===== config.mk =====
export PLATFORM = sky130hd
export DESIGN_NAME = battery_level_monitor
export DESIGN_NICKNAME = d
export VERILOG_FILES = /design/src/sv/blm_pkg.sv /design/src/sv/battery_level_monitor.sv
export SDC_FILE = /design/constraint.sdc
export NUM_CORES = 2
export LEC_CHECK = 0
export ABC_AREA = 1
export BUFFER_PORTS_ARGS = -buffer_cell sky130_fd_sc_hd__buf_2
export CORE_MARGIN = 5
export CORE_UTILIZATION = 49
export CTS_CLUSTER_DIAMETER = 100
export DETAILED_ROUTE_END_ITERATION = 7
export PLACE_DENSITY_LB_ADDON = 0.08
export SLEW_MARGIN = 5
export SYNTH_ARGS = -nofsm -noshare
export SYNTH_HDL_FRONTEND = slang
export SYNTH_SLANG_ARGS = --single-unit

===== constraint.sdc =====
create_clock -name clk_i -period 7.15 [get_ports clk_i]
set_input_delay 0.3575 -clock clk_i [delete_from_list [all_inputs] [get_ports clk_i]]
set_output_delay 0.3575 -clock clk_i [all_outputs]
set_load 0.01 [all_outputs]

===== src/sv/blm_pkg.sv =====
// ----------------------------------------------------------------------------
// blm_pkg: shared types and constants of the battery level monitor
// Field widths, register indexes, level codes, reset values and the
// sequencer state type.
// ----------------------------------------------------------------------------
`default_nettype none

package blm_pkg;

  // adc full scale is a power of two, the scaled value is a right shift
  localparam int ADC_SCALE_BITS = 12;
  localparam int ADC_FULL_SCALE = 2 ** ADC_SCALE_BITS;
  localparam logic [15:0] CURRENT_SCALE = 16'd1000;

  localparam int SAMPLE_W = 12;
  localparam int PHASE_W  = 10;
  localparam int SUM_W    = 20;
  localparam int CNT_W    = 8;
  localparam int VAL_W    = 16;
  localparam int LVL_W    = 3;
  localparam int LED_W    = 4;
  localparam int PROD_W   = SUM_W + VAL_W;
  localparam int STEP_W   = $clog2(SUM_W);

  localparam int IN_DATA_W  = 40;
  localparam int OUT_DATA_W = 48;

  // configuration register indexes
  localparam int CFG_IDX_W = 3;
  localparam logic [CFG_IDX_W-1:0] REG_SAMPLE_COUNT  = 3'd0;
  localparam logic [CFG_IDX_W-1:0] REG_LEVEL4_THR    = 3'd1;
  localparam logic [CFG_IDX_W-1:0] REG_LEVEL3_THR    = 3'd2;
  localparam logic [CFG_IDX_W-1:0] REG_LEVEL2_THR    = 3'd3;
  localparam logic [CFG_IDX_W-1:0] REG_LEVEL1_THR    = 3'd4;
  localparam logic [CFG_IDX_W-1:0] REG_WARNING_THR   = 3'd5;
  localparam logic [CFG_IDX_W-1:0] REG_HYSTERESIS    = 3'd6;
  localparam logic [CFG_IDX_W-1:0] REG_VOLTAGE_SCALE = 3'd7;

  // configuration reset values
  localparam logic [CNT_W-1:0] RST_SAMPLE_COUNT = 8'd10;
  localparam logic [VAL_W-1:0] RST_LEVEL4_THR   = 16'd1200;
  localparam logic [VAL_W-1:0] RST_LEVEL3_THR   = 16'd1140;
  localparam logic [VAL_W-1:0] RST_LEVEL2_THR   = 16'd1080;
  localparam logic [VAL_W-1:0] RST_LEVEL1_THR   = 16'd1020;
  localparam logic [VAL_W-1:0] RST_WARNING_THR  = 16'd960;
  localparam logic [VAL_W-1:0] RST_HYSTERESIS   = 16'd20;

  // battery level codes
  localparam logic [LVL_W-1:0] LVL_SHUTDOWN = 3'd0;
  localparam logic [LVL_W-1:0] LVL_WARNING  = 3'd1;
  localparam logic [LVL_W-1:0] LVL_ONE      = 3'd2;
  localparam logic [LVL_W-1:0] LVL_TWO      = 3'd3;
  localparam logic [LVL_W-1:0] LVL_THREE    = 3'd4;
  localparam logic [LVL_W-1:0] LVL_FOUR     = 3'd5;
  localparam logic [LVL_W-1:0] LVL_NONE     = 3'd7;

  // blink bounds in milliseconds
  localparam logic [PHASE_W-1:0] WARN_BLINK_MS = 10'd500;
  localparam logic [PHASE_W-1:0] SHUT_BLINK_MS = 10'd100;

  typedef enum logic [2:0] {
    ST_IDLE,
    ST_ACC,
    ST_DIV,
    ST_MUL,
    ST_SAT,
    ST_UPD
  } state_e;

endpackage

`default_nettype wire


===== src/sv/battery_level_monitor.sv =====
// ----------------------------------------------------------------------------
// battery_level_monitor: averaged battery gauge with hysteretic level
// Sums voltage and current samples, scales the averages at the end of each
// window and steps a six-level battery state that drives LEDs, buzzer and
// bus power.
// ----------------------------------------------------------------------------
//  channel   dir  handshake              payload
//  s_axis    in   tvalid/tready          voltage_sample, current_sample, ms_phase
//  m_axis    out  tvalid/tready          voltage, current, new_reading, level,
//                                        led_mask, buzzer_on, bus_power_on
//  cfg       in   cfg_we_i               cfg_idx_i, cfg_wdata_i
//
//  an item that does not close a window passes accept, sum and update
//  an item that closes a window runs divide, multiply and saturate for each
//  of the two averages in turn: one shared restoring divider forms both,
//  one shared multiplier scales both
//  one request is in work at a time; s_axis_tready is high only while idle
//  a held result stalls the final update until m_axis_tready takes it
//  rst_ni clears all control and state registers at once, no clearing pass
// ----------------------------------------------------------------------------
`default_nettype none

module battery_level_monitor (
  input  wire logic                                clk_i,
  input  wire logic                                rst_ni,
  // voltage_sample[11:0], current_sample[23:12], ms_phase[33:24], zeros
  input  wire logic [blm_pkg::IN_DATA_W-1:0]       s_axis_tdata,
  input  wire logic                                s_axis_tvalid,
  output      logic                                s_axis_tready,
  // voltage_value[15:0], current_value[31:16], new_reading[32],
  // battery_level[35:33], led_mask[39:36], buzzer_on[40], bus_power_on[41], zeros
  output      logic [blm_pkg::OUT_DATA_W-1:0]      m_axis_tdata,
  output      logic                                m_axis_tvalid,
  input  wire logic                                m_axis_tready,
  input  wire logic                                cfg_we_i,
  input  wire logic [blm_pkg::CFG_IDX_W-1:0]       cfg_idx_i,
  input  wire logic [blm_pkg::VAL_W-1:0]           cfg_wdata_i
);

  localparam int SW = blm_pkg::SUM_W;
  localparam int VW = blm_pkg::VAL_W;
  localparam int CW = blm_pkg::CNT_W;
  localparam int PW = blm_pkg::PROD_W;
  localparam int LW = blm_pkg::LVL_W;
  localparam int HW = VW + 2;

  // configuration
  logic [CW-1:0] cnt_cfg_q;
  logic [VW-1:0] l4_thr_q, l3_thr_q, l2_thr_q, l1_thr_q, warn_thr_q, hyst_q, vscale_q;

  // sequencer and state
  blm_pkg::state_e state_q, state_d;
  logic [CW-1:0]   counter_q, counter_d;
  logic [SW-1:0]   vsum_q, vsum_d, isum_q, isum_d;
  logic [VW-1:0]   volt_q, volt_d, curr_q, curr_d;
  logic [LW-1:0]   level_q, level_d, shown_q, shown_d;
  logic [blm_pkg::LED_W-1:0] led_q, led_d;
  logic            buzz_q, buzz_d, power_q, power_d, blink_q, blink_d;
  logic            win_q, win_d, sel_q, sel_d, ovalid_q, ovalid_d;

  // payload registers
  logic [blm_pkg::SAMPLE_W-1:0] vin_q, iin_q;
  logic [blm_pkg::PHASE_W-1:0]  phase_q;
  logic [CW-1:0]                div_q, div_d;
  logic [CW-1:0]                rem_q, rem_d;
  logic [SW-1:0]                quo_q, quo_d;
  logic [blm_pkg::STEP_W-1:0]   step_q, step_d;
  logic [PW-1:0]                prod_q;
  logic [blm_pkg::OUT_DATA_W-1:0] odata_q, odata_d;

  logic          accept, publish;
  logic [CW-1:0] count_eff, counter_inc;
  logic [SW-1:0] vsum_inc, isum_inc;
  logic [CW:0]   trial;
  logic [VW-1:0] mul_b, scaled;
  logic [HW-1:0] up4, up3, up2, up1, up0;
  logic [LW-1:0] lv_new;

  assign accept        = s_axis_tvalid && s_axis_tready;
  assign s_axis_tready = (state_q == blm_pkg::ST_IDLE);
  assign m_axis_tvalid = ovalid_q;
  assign m_axis_tdata  = odata_q;
  assign publish       = (state_q == blm_pkg::ST_UPD) && (!ovalid_q || m_axis_tready);

  assign count_eff   = (cnt_cfg_q == '0) ? CW'(1) : cnt_cfg_q;
  assign counter_inc = counter_q + CW'(1);
  assign vsum_inc    = vsum_q + SW'(vin_q);
  assign isum_inc    = isum_q + SW'(iin_q);

  // one restoring divide step per cycle
  assign trial = {rem_q, quo_q[SW-1]};

  // shared multiplier operand and saturation of the scaled average
  assign mul_b = sel_q ? blm_pkg::CURRENT_SCALE : vscale_q;
  assign scaled = (|prod_q[PW-1:VW+blm_pkg::ADC_SCALE_BITS]) ? '1 :
                  prod_q[VW+blm_pkg::ADC_SCALE_BITS-1:blm_pkg::ADC_SCALE_BITS];

  // rising thresholds, 18 bits so they never wrap
  assign up4 = HW'(l4_thr_q) + HW'(hyst_q);
  assign up3 = HW'(l3_thr_q) + HW'(hyst_q);
  assign up2 = HW'(l2_thr_q) + HW'(hyst_q);
  assign up1 = HW'(l1_thr_q) + HW'(hyst_q);
  assign up0 = HW'(warn_thr_q) + {1'b0, hyst_q, 1'b0} + HW'(hyst_q);

  always_comb begin
    lv_new = level_q;
    unique case (level_q)
      blm_pkg::LVL_FOUR: begin
        if (volt_q < l4_thr_q) lv_new = blm_pkg::LVL_THREE;
      end
      blm_pkg::LVL_THREE: begin
        if (volt_q < l3_thr_q) lv_new = blm_pkg::LVL_TWO;
        if (HW'(volt_q) >= up4) lv_new = blm_pkg::LVL_FOUR;
      end
      blm_pkg::LVL_TWO: begin
        if (volt_q < l2_thr_q) lv_new = blm_pkg::LVL_ONE;
        if (HW'(volt_q) >= up3) lv_new = blm_pkg::LVL_THREE;
      end
      blm_pkg::LVL_ONE: begin
        if (volt_q < l1_thr_q) lv_new = blm_pkg::LVL_WARNING;
        if (HW'(volt_q) >= up2) lv_new = blm_pkg::LVL_TWO;
      end
      blm_pkg::LVL_WARNING: begin
        if (volt_q < warn_thr_q) lv_new = blm_pkg::LVL_SHUTDOWN;
        if (HW'(volt_q) >= up1) lv_new = blm_pkg::LVL_ONE;
      end
      blm_pkg::LVL_SHUTDOWN: begin
        if (HW'(volt_q) >= up0) lv_new = blm_pkg::LVL_WARNING;
      end
      default: lv_new = level_q;
    endcase
  end

  // sequencer, accumulation and display
  always_comb begin
    state_d   = state_q;
    counter_d = counter_q;
    vsum_d    = vsum_q;
    isum_d    = isum_q;
    volt_d    = volt_q;
    curr_d    = curr_q;
    level_d   = level_q;
    shown_d   = shown_q;
    led_d     = led_q;
    buzz_d    = buzz_q;
    power_d   = power_q;
    blink_d   = blink_q;
    win_d     = win_q;
    sel_d     = sel_q;
    ovalid_d  = ovalid_q;
    div_d     = div_q;
    rem_d     = rem_q;
    quo_d     = quo_q;
    step_d    = step_q;
    odata_d   = odata_q;

    if (ovalid_q && m_axis_tready) ovalid_d = 1'b0;

    unique case (state_q)
      blm_pkg::ST_IDLE: begin
        if (accept) state_d = blm_pkg::ST_ACC;
      end
      blm_pkg::ST_ACC: begin
        vsum_d    = vsum_inc;
        isum_d    = isum_inc;
        counter_d = counter_inc;
        win_d     = (counter_inc >= count_eff);
        if (counter_inc >= count_eff) begin
          div_d   = count_eff;
          rem_d   = '0;
          quo_d   = vsum_inc;
          step_d  = '0;
          sel_d   = 1'b0;
          state_d = blm_pkg::ST_DIV;
        end else begin
          state_d = blm_pkg::ST_UPD;
        end
      end
      blm_pkg::ST_DIV: begin
        if (trial >= {1'b0, div_q}) begin
          rem_d = CW'(trial - {1'b0, div_q});
          quo_d = {quo_q[SW-2:0], 1'b1};
        end else begin
          rem_d = trial[CW-1:0];
          quo_d = {quo_q[SW-2:0], 1'b0};
        end
        step_d = step_q + blm_pkg::STEP_W'(1);
        if (step_q == blm_pkg::STEP_W'(SW - 1)) state_d = blm_pkg::ST_MUL;
      end
      blm_pkg::ST_MUL: begin
        state_d = blm_pkg::ST_SAT;
      end
      blm_pkg::ST_SAT: begin
        if (sel_q) begin
          curr_d  = scaled;
          state_d = blm_pkg::ST_UPD;
        end else begin
          volt_d  = scaled;
          rem_d   = '0;
          quo_d   = isum_q;
          step_d  = '0;
          sel_d   = 1'b1;
          state_d = blm_pkg::ST_DIV;
        end
      end
      blm_pkg::ST_UPD: begin
        if (publish) begin
          if (win_q) begin
            counter_d = '0;
            vsum_d    = '0;
            isum_d    = '0;
          end
          level_d = lv_new;
          if (lv_new != shown_q) begin
            unique case (lv_new)
              blm_pkg::LVL_FOUR: begin
                led_d = 4'b1111; buzz_d = 1'b0; power_d = 1'b1;
              end
              blm_pkg::LVL_THREE: begin
                led_d = 4'b0111; buzz_d = 1'b0; power_d = 1'b1;
              end
              blm_pkg::LVL_TWO: begin
                led_d = 4'b0011; buzz_d = 1'b0; power_d = 1'b1;
              end
              blm_pkg::LVL_ONE: begin
                led_d = 4'b0001; buzz_d = 1'b0; power_d = 1'b1;
              end
              blm_pkg::LVL_WARNING: begin
                led_d = led_q & 4'b0001; power_d = 1'b1;
              end
              blm_pkg::LVL_SHUTDOWN: begin
                led_d = led_q & 4'b0001; buzz_d = 1'b0; power_d = 1'b0;
              end
              default: ;
            endcase
            shown_d = lv_new;
          end
          // warning blinks led1 and buzzer, shutdown blinks led1 only
          if (lv_new == blm_pkg::LVL_WARNING) begin
            if (phase_q < blm_pkg::WARN_BLINK_MS && !blink_q) begin
              led_d[0] = 1'b1; buzz_d = 1'b1; blink_d = 1'b1;
            end
            if (phase_q >= blm_pkg::WARN_BLINK_MS && blink_q) begin
              led_d[0] = 1'b0; buzz_d = 1'b0; blink_d = 1'b0;
            end
          end
          if (lv_new == blm_pkg::LVL_SHUTDOWN) begin
            if (phase_q < blm_pkg::SHUT_BLINK_MS && !blink_q) begin
              led_d[0] = 1'b1; blink_d = 1'b1;
            end
            if (phase_q >= blm_pkg::SHUT_BLINK_MS && blink_q) begin
              led_d[0] = 1'b0; blink_d = 1'b0;
            end
          end
          odata_d = {6'b0, power_d, buzz_d, led_d, lv_new, win_q, curr_q, volt_q};
          ovalid_d = 1'b1;
          state_d  = blm_pkg::ST_IDLE;
        end
      end
      default: state_d = blm_pkg::ST_IDLE;
    endcase
  end

  always_ff @(posedge clk_i or negedge rst_ni) begin
    if (!rst_ni) begin
      state_q   <= blm_pkg::ST_IDLE;
      counter_q <= '0;
      vsum_q    <= '0;
      isum_q    <= '0;
      volt_q    <= '0;
      curr_q    <= '0;
      level_q   <= blm_pkg::LVL_FOUR;
      shown_q   <= blm_pkg::LVL_NONE;
      led_q     <= '0;
      buzz_q    <= 1'b0;
      power_q   <= 1'b1;
      blink_q   <= 1'b0;
      win_q     <= 1'b0;
      sel_q     <= 1'b0;
      ovalid_q  <= 1'b0;
    end else begin
      state_q   <= state_d;
      counter_q <= counter_d;
      vsum_q    <= vsum_d;
      isum_q    <= isum_d;
      volt_q    <= volt_d;
      curr_q    <= curr_d;
      level_q   <= level_d;
      shown_q   <= shown_d;
      led_q     <= led_d;
      buzz_q    <= buzz_d;
      power_q   <= power_d;
      blink_q   <= blink_d;
      win_q     <= win_d;
      sel_q     <= sel_d;
      ovalid_q  <= ovalid_d;
    end
  end

  // configuration registers
  always_ff @(posedge clk_i or negedge rst_ni) begin
    if (!rst_ni) begin
      cnt_cfg_q  <= blm_pkg::RST_SAMPLE_COUNT;
      l4_thr_q   <= blm_pkg::RST_LEVEL4_THR;
      l3_thr_q   <= blm_pkg::RST_LEVEL3_THR;
      l2_thr_q   <= blm_pkg::RST_LEVEL2_THR;
      l1_thr_q   <= blm_pkg::RST_LEVEL1_THR;
      warn_thr_q <= blm_pkg::RST_WARNING_THR;
      hyst_q     <= blm_pkg::RST_HYSTERESIS;
      vscale_q   <= '0;
    end else if (cfg_we_i) begin
      unique case (cfg_idx_i)
        blm_pkg::REG_SAMPLE_COUNT:  cnt_cfg_q  <= cfg_wdata_i[CW-1:0];
        blm_pkg::REG_LEVEL4_THR:    l4_thr_q   <= cfg_wdata_i;
        blm_pkg::REG_LEVEL3_THR:    l3_thr_q   <= cfg_wdata_i;
        blm_pkg::REG_LEVEL2_THR:    l2_thr_q   <= cfg_wdata_i;
        blm_pkg::REG_LEVEL1_THR:    l1_thr_q   <= cfg_wdata_i;
        blm_pkg::REG_WARNING_THR:   warn_thr_q <= cfg_wdata_i;
        blm_pkg::REG_HYSTERESIS:    hyst_q     <= cfg_wdata_i;
        blm_pkg::REG_VOLTAGE_SCALE: vscale_q   <= cfg_wdata_i;
        default: ;
      endcase
    end
  end

  // payload: captured request, divider, product, output word
  always_ff @(posedge clk_i) begin
    if (accept) begin
      vin_q   <= s_axis_tdata[blm_pkg::SAMPLE_W-1:0];
      iin_q   <= s_axis_tdata[2*blm_pkg::SAMPLE_W-1:blm_pkg::SAMPLE_W];
      phase_q <= s_axis_tdata[2*blm_pkg::SAMPLE_W+blm_pkg::PHASE_W-1:2*blm_pkg::SAMPLE_W];
    end
    div_q   <= div_d;
    rem_q   <= rem_d;
    quo_q   <= quo_d;
    step_q  <= step_d;
    prod_q  <= PW'(quo_q) * PW'(mul_b);
    odata_q <= odata_d;
  end

  ap_level_range: assert property (@(posedge clk_i) disable iff (!rst_ni)
    level_q <= blm_pkg::LVL_FOUR)
    else $error("battery level out of range");

  ap_power_only_shutdown: assert property (@(posedge clk_i) disable iff (!rst_ni)
    !power_q |-> level_q == blm_pkg::LVL_SHUTDOWN)
    else $error("bus power cut outside shutdown");

  ap_buzzer_only_warning: assert property (@(posedge clk_i) disable iff (!rst_ni)
    buzz_q |-> level_q == blm_pkg::LVL_WARNING)
    else $error("buzzer on outside warning");

  ap_div_steps: assert property (@(posedge clk_i) disable iff (!rst_ni)
    state_q == blm_pkg::ST_DIV |-> step_q < blm_pkg::STEP_W'(SW))
    else $error("divider step count overrun");

  ap_second_avg_done: assert property (@(posedge clk_i) disable iff (!rst_ni)
    (state_q == blm_pkg::ST_SAT && sel_q) |=> state_q == blm_pkg::ST_UPD)
    else $error("current average did not lead to update");

endmodule

`default_nettype wire

# == Yosys cells after proc, flatten, opt, wreduce, memory -nomap -nowiden ==
# Index checks and enable logic that the tools add are counted.
# word_totals
register_bits,372
inputBits,64
out_inout_bits,50
word_cells,194
# classes
add_sub_neg,11
n_mul,1
magnitude_cmp,16
n_eq_ne,30
mux,64
bitwise,1
reduce_logical,39
# ops
cell,count
$lt A16 B16 Y1,5
$mux W20,4
$pmux W20 S2,2
$add A16 B16 Y17,4
$ge A16 B17 Y1,4
$pmux W20 S3,1
$mux W8,6
$mux W3,15
$add A20 B12 Y20,2
$mul A20 B16 Y36,1
$pmux W3 S6,2
$mux W16,2
$eq A3 B3 Y1 const B,10
$reduce_and A2 Y1,13
$eq A3 B2 Y1 const B,8
$pmux W8 S3,1
$mux W1,23
$pmux W4 S5,1
$add A16 B17 Y18,1
$add A18 B16 Y18,1
$ge A16 B18 Y1,1
$pmux W8 S2,1
$pmux W5 S3,1
$eq A3 B1 Y1 const B,4
other kinds (28),49

# == Logic depth before layout (Yosys ltp) ==
# depth
depth_word,15
depth_mapped,38

# == Worst setup path before layout ==
# OpenSTA, ideal clock, no wires.
# synth_path
path_kind,reg-to-reg
from,reg sel_q
to,reg prod_q[30]
setup_ps,120
arrival_time_ps,6087
t_required_ps,7030
setup_slack_ps,943
path_stages_with_launch,27
path_buffers,3
period_less_slack_ps,6207
path_cell_list,dfrtp_1 buf_6 clkbuf_1 nor2_1 clkbuf_1 nand2_1 fa_1 fa_1 inv_1 fa_1 inv_1 fa_1 fa_1 inv_1 fa_1 ha_1 a21oi_1 o21ai_0 a21oi_1 o21ai_2 nand3_1 nand2_1 a21boi_1 o21ai_2 nand2_1 nand2_1 xor2_1
# synth_between
elab_chain_len,2
# synth_lines
item,line,text
start: declaration,battery_level_monitor.sv:59,"logic win_q, win_d, sel_q, sel_d, ovalid_q, ovalid_d;"
start signal: assignment,battery_level_monitor.sv:295,sel_q <= sel_d;
$mux W16,battery_level_monitor.sv:94,assign mul_b = sel_q ? blm_pkg::CURRENT_SCALE : vscale_q;
$mul A20 B16 Y36,battery_level_monitor.sv:337,prod_q <= PW'(quo_q) * PW'(mul_b);
end signal: assignment,battery_level_monitor.sv:337,
end: declaration,battery_level_monitor.sv:68,logic [PW-1:0] prod_q;
# Every way passes these cells.
# A chain may end at the register's enable or synchronous reset.

# == Worst setup path after layout ==
# layout_path
from,reg sel_q
to,reg prod_q[35]
# Same word-level chain as after synthesis.

==> results.json <==
{
  "grt_pass1_wl_um": 136000,
  "synth_top_area_frac": 0.170,
  "synth-async-reset-ratio": 0.612,
  "synthDistinctLibCells": 66,
  "syn_inst": 3695,
  "hp-class": "in -> reg",
  "root_buffer": "clkbuf_16",
  "synth_edf_count": 115,
  "cp-end-kind": "flop",
  "maxSlewHeadroom": 0.221,
  "critical_path_class": "reg -> reg",
  "route.detailed.drc": 0,
  "synth-xor-area-share": 0.0352,
  "drv_slew": 0,
  "yosys.area_share.simple": 0.147,
  "wirelength_um": 85600,
  "worstPathMaxFanout": 17,
  "synth-compound-area-share": 0.107,
  "nNetsFinal": 4558,
  "crit_cells": 24,
  "finClkSkew_ps": 33.4,
  "top_layer": "met4",
  "worstSkewPairLatency_ps": 570,
  "vias_per_cell": 5.25,
  "htree_levels": 2,
  "port-buffer-count": 99,
  "cts_max_path_buffers": 3,
  "finalHoldViolations": 0,
  "grt_use_total": 0.242,
  "fin_crit_sh": 0.937,
  "cts_tree": "done",
  "dieArea_um2": 70600,
  "rsz0062_at_grt": "false",
  "ios": 114,
  "syn2layout_area_growth_pct": 10.7,
  "synth.area.mux_share": 0.00527,
  "synth_largest_area_cell": "fa_1",
  "dr_wl_met2_um": 43000,
  "drt_iter0_drc": 1553,
  "synth_top_family_by_area": "adder cells",
  "cts_buffers": 42,
  "globalplace.congestion": 0.908,
  "setup_tns_ps": 0,
  "num_vias": 24817,
  "final_util": 0.549,
  "max_stage_delay_ps": 600,
  "netlist_top_cells_count": "nand2_1 (746), inv_1 (655), ha_1 (383)",
  "clock-sinks": 358,
  "ys.flop_type": "dfrtp_1",
  "worst-path-buf-inv": 6,
  "netlist_top_cells_area": "fa_1 (17%), ha_1 (15%), dfrtp_1 (14%)",
  "drive_above_1_share": 0.0826,
  "status": "finished clean",
  "fp.dieH_um": 266,
  "yosysWarnings": 0,
  "diodes": 0,
  "path_clk_slew_ps": 60,
  "r2r_cells": 24,
  "die_w_um": 266,
  "grt_max_degree": 144,
  "worstMarginPinSlew_ps": 1170,
  "wl_met3_um": 3260,
  "rows": 93,
  "crit_slowest_cell": "fa_1",
  "synth_fa_ha_area_frac": 0.319,
  "synth-seq-cells": 358,
  "required_ps": 7630,
  "holdWs_ps": 67.6,
  "yosysMostFrequentCell": "nand2_1",
  "postCtsSetupBuffers": 0,
  "max_freq_mhz": 149,
  "hpwl_um": 66800,
  "overflow": 0,
  "grt_pass1_vias": 24895,
  "initial_core_util": 0.496,
  "maxCapViolCount": 0,
  "setup_viol": 0,
  "synth.avg_cell_area_um2": 8.68,
  "synth_area_um2": 32100,
  "fin_crit_ps": 6700,
  "antenna_found_initial": 0,
  "drt_first_pass_iters": 6,
  "wl_per_cell_um": 18.1,
  "reg2reg_slack_ps": 450,
  "holdPathStages": 3,
  "cp-start-kind": "flop",
  "cp.arrival_ps": 7180,
  "critical-path-top-delay-family": "adder cells",
  "synth-seq-area-share": 0.295,
  "path_cells": "nor2_1 -> inv_1 -> buf_4 -> nor2_1 -> fa_1 -> ha_1 -> inv_1 -> fa_1 -> inv_1 -> fa_1 -> inv_1 -> fa_1 -> inv_1 -> fa_1 -> ha_1 -> nand2_1 -> nor2_1 -> nand4_1 -> o21ai_1 -> nand3_1 -> a31oi_1 -> a31oi_1 -> o21ai_0 -> xor2_1",
  "antenna_left": 0,
  "core_area_um2": 64600,
  "wl_met1_um": 36600
}
==> layout make-up <==
class	instances	area [µm²]
flip-flops and latches	358	9460
fillers	6159	29100
well taps	855	1070
multi-input cells	2580	19800
repair buffers	188	1270
clock inverters	17	238
inverters	669	2510
clock buffers	60	1180
==> layer usage <==
| metal | vias to the layer above | global-route usage |
|---|---|---|
| li1 | 12148 | - |
| met1 | 12023 | 0.315 |
| met2 | 486 | 0.430 |
| met3 | 160 | 0.0272 |
| met4 | 0 | 0.0707 |
| met5 | - | 0 |
==> stage by stage <==
stage	setup WS [ps]	std cells	cell area (µm²)
2_1_floorplan	943	3700	32100
3_3_place_gp	458	4616	33700
3_5_place_dp	418	4616	33700
4_1_cts	371	4727	35500
5_1_grt	161	4727	35500
6_report	454	4727	35500
==> cell usage in the layout, fill, tap and decap left out, types with 7 or more instances in the layout <==
| master | n |
|---|---|
| nand2_1 | 746 |
| nand2_2 | 11 |
| buf_2 | 98 |
| a211oi_1 | 10 |
| o21ai_1 | 14 |
| nor4_1 | 8 |
| a31oi_1 | 23 |
| clkinv_1 | 8 |
| edfxtp_1 | 115 |
| o22ai_1 | 18 |
| clkinv_2 | 7 |
| o21bai_1 | 15 |
| clkbuf_1 | 13 |
| buf_4 | 54 |
| dlygate4sd3_1 | 34 |
| mux2_2 | 15 |
| o21a_1 | 14 |
| o21ai_0 | 208 |
| nor2_1 | 267 |
| fa_1 | 272 |
| dfxtp_1 | 24 |
| nor3_1 | 27 |
| a21oi_1 | 220 |
| nand4_1 | 19 |
| ha_1 | 383 |
| dfstp_2 | 35 |
| xnor2_1 | 44 |
| a22o_1 | 9 |
| dfrtp_1 | 183 |
| clkbuf_16 | 43 |
| inv_2 | 7 |
| a21o_1 | 12 |
| nand3_1 | 67 |
| xor2_1 | 85 |
| o221ai_1 | 19 |
| inv_1 | 655 |
==> tightest hold or removal path, cell delays in order <==
cell and delay [ps]:
buf_2 120, nand2_1 60, o21ai_0 60
==> worst paths after layout <==
kind	start	to
setup / recovery	sel_q$_DFFE_PN0P_	prod_q[35]$_DFF_P_
hold / removal	cfg_wdata_i[15]	vscale_q[15]$_DFFE_PN0P_
hold reg to reg	curr_q[8]$_DFFE_PN0P_	m_axis_tdata[24]$_DFFE_PP_
min in group asynchronous	rst_ni	curr_q[13]$_DFFE_PN0P_
setup reg to reg	sel_q$_DFFE_PN0P_	prod_q[35]$_DFF_P_
max in group asynchronous	rst_ni	isum_q[6]$_DFFE_PN0P_
==> logic make-up (layout without fill, tap and decap cells) <==
kind of cell             Yosys count  in the layout
AND/OR/NAND/NOR                 1172           1172
multiplexers                      15             15
buffers and inverters            762            934
AO/OA/AOI/OAI                    603            603
adder cells (fa/ha/maj)          655            655
XOR/XNOR                         129            129
flip-flops                       358            358
other                              1              6
==> flip-flops by register name, summed over array words and instances (netlist names), 5 cells and up <==
name	flops
m_axis_tdata	42
prod_q	24
isum_q	20
quo_q	20
vsum_q	20
curr_q	16
hyst_q	16
l1_thr_q	16
l2_thr_q	16
l3_thr_q	16
l4_thr_q	16
volt_q	16
vscale_q	16
warn_thr_q	16
iin_q	12
vin_q	12
cnt_cfg_q	8
counter_q	8
div_q	8
phase_q	8
rem_q	8
step_q	5
==> what timing repair did <==
item | 4_1_cts | 5_1_grt
gates resized for setup | 0 | 2
hold endpoints to repair | 92 | 0
endpoints found under the setup margin | 0 | 3
hold buffers | 34 | 0
Power is left out: the tool's default activity adds up to more than one toggle a clock period on the data nets, which glitch-free logic cannot reach.
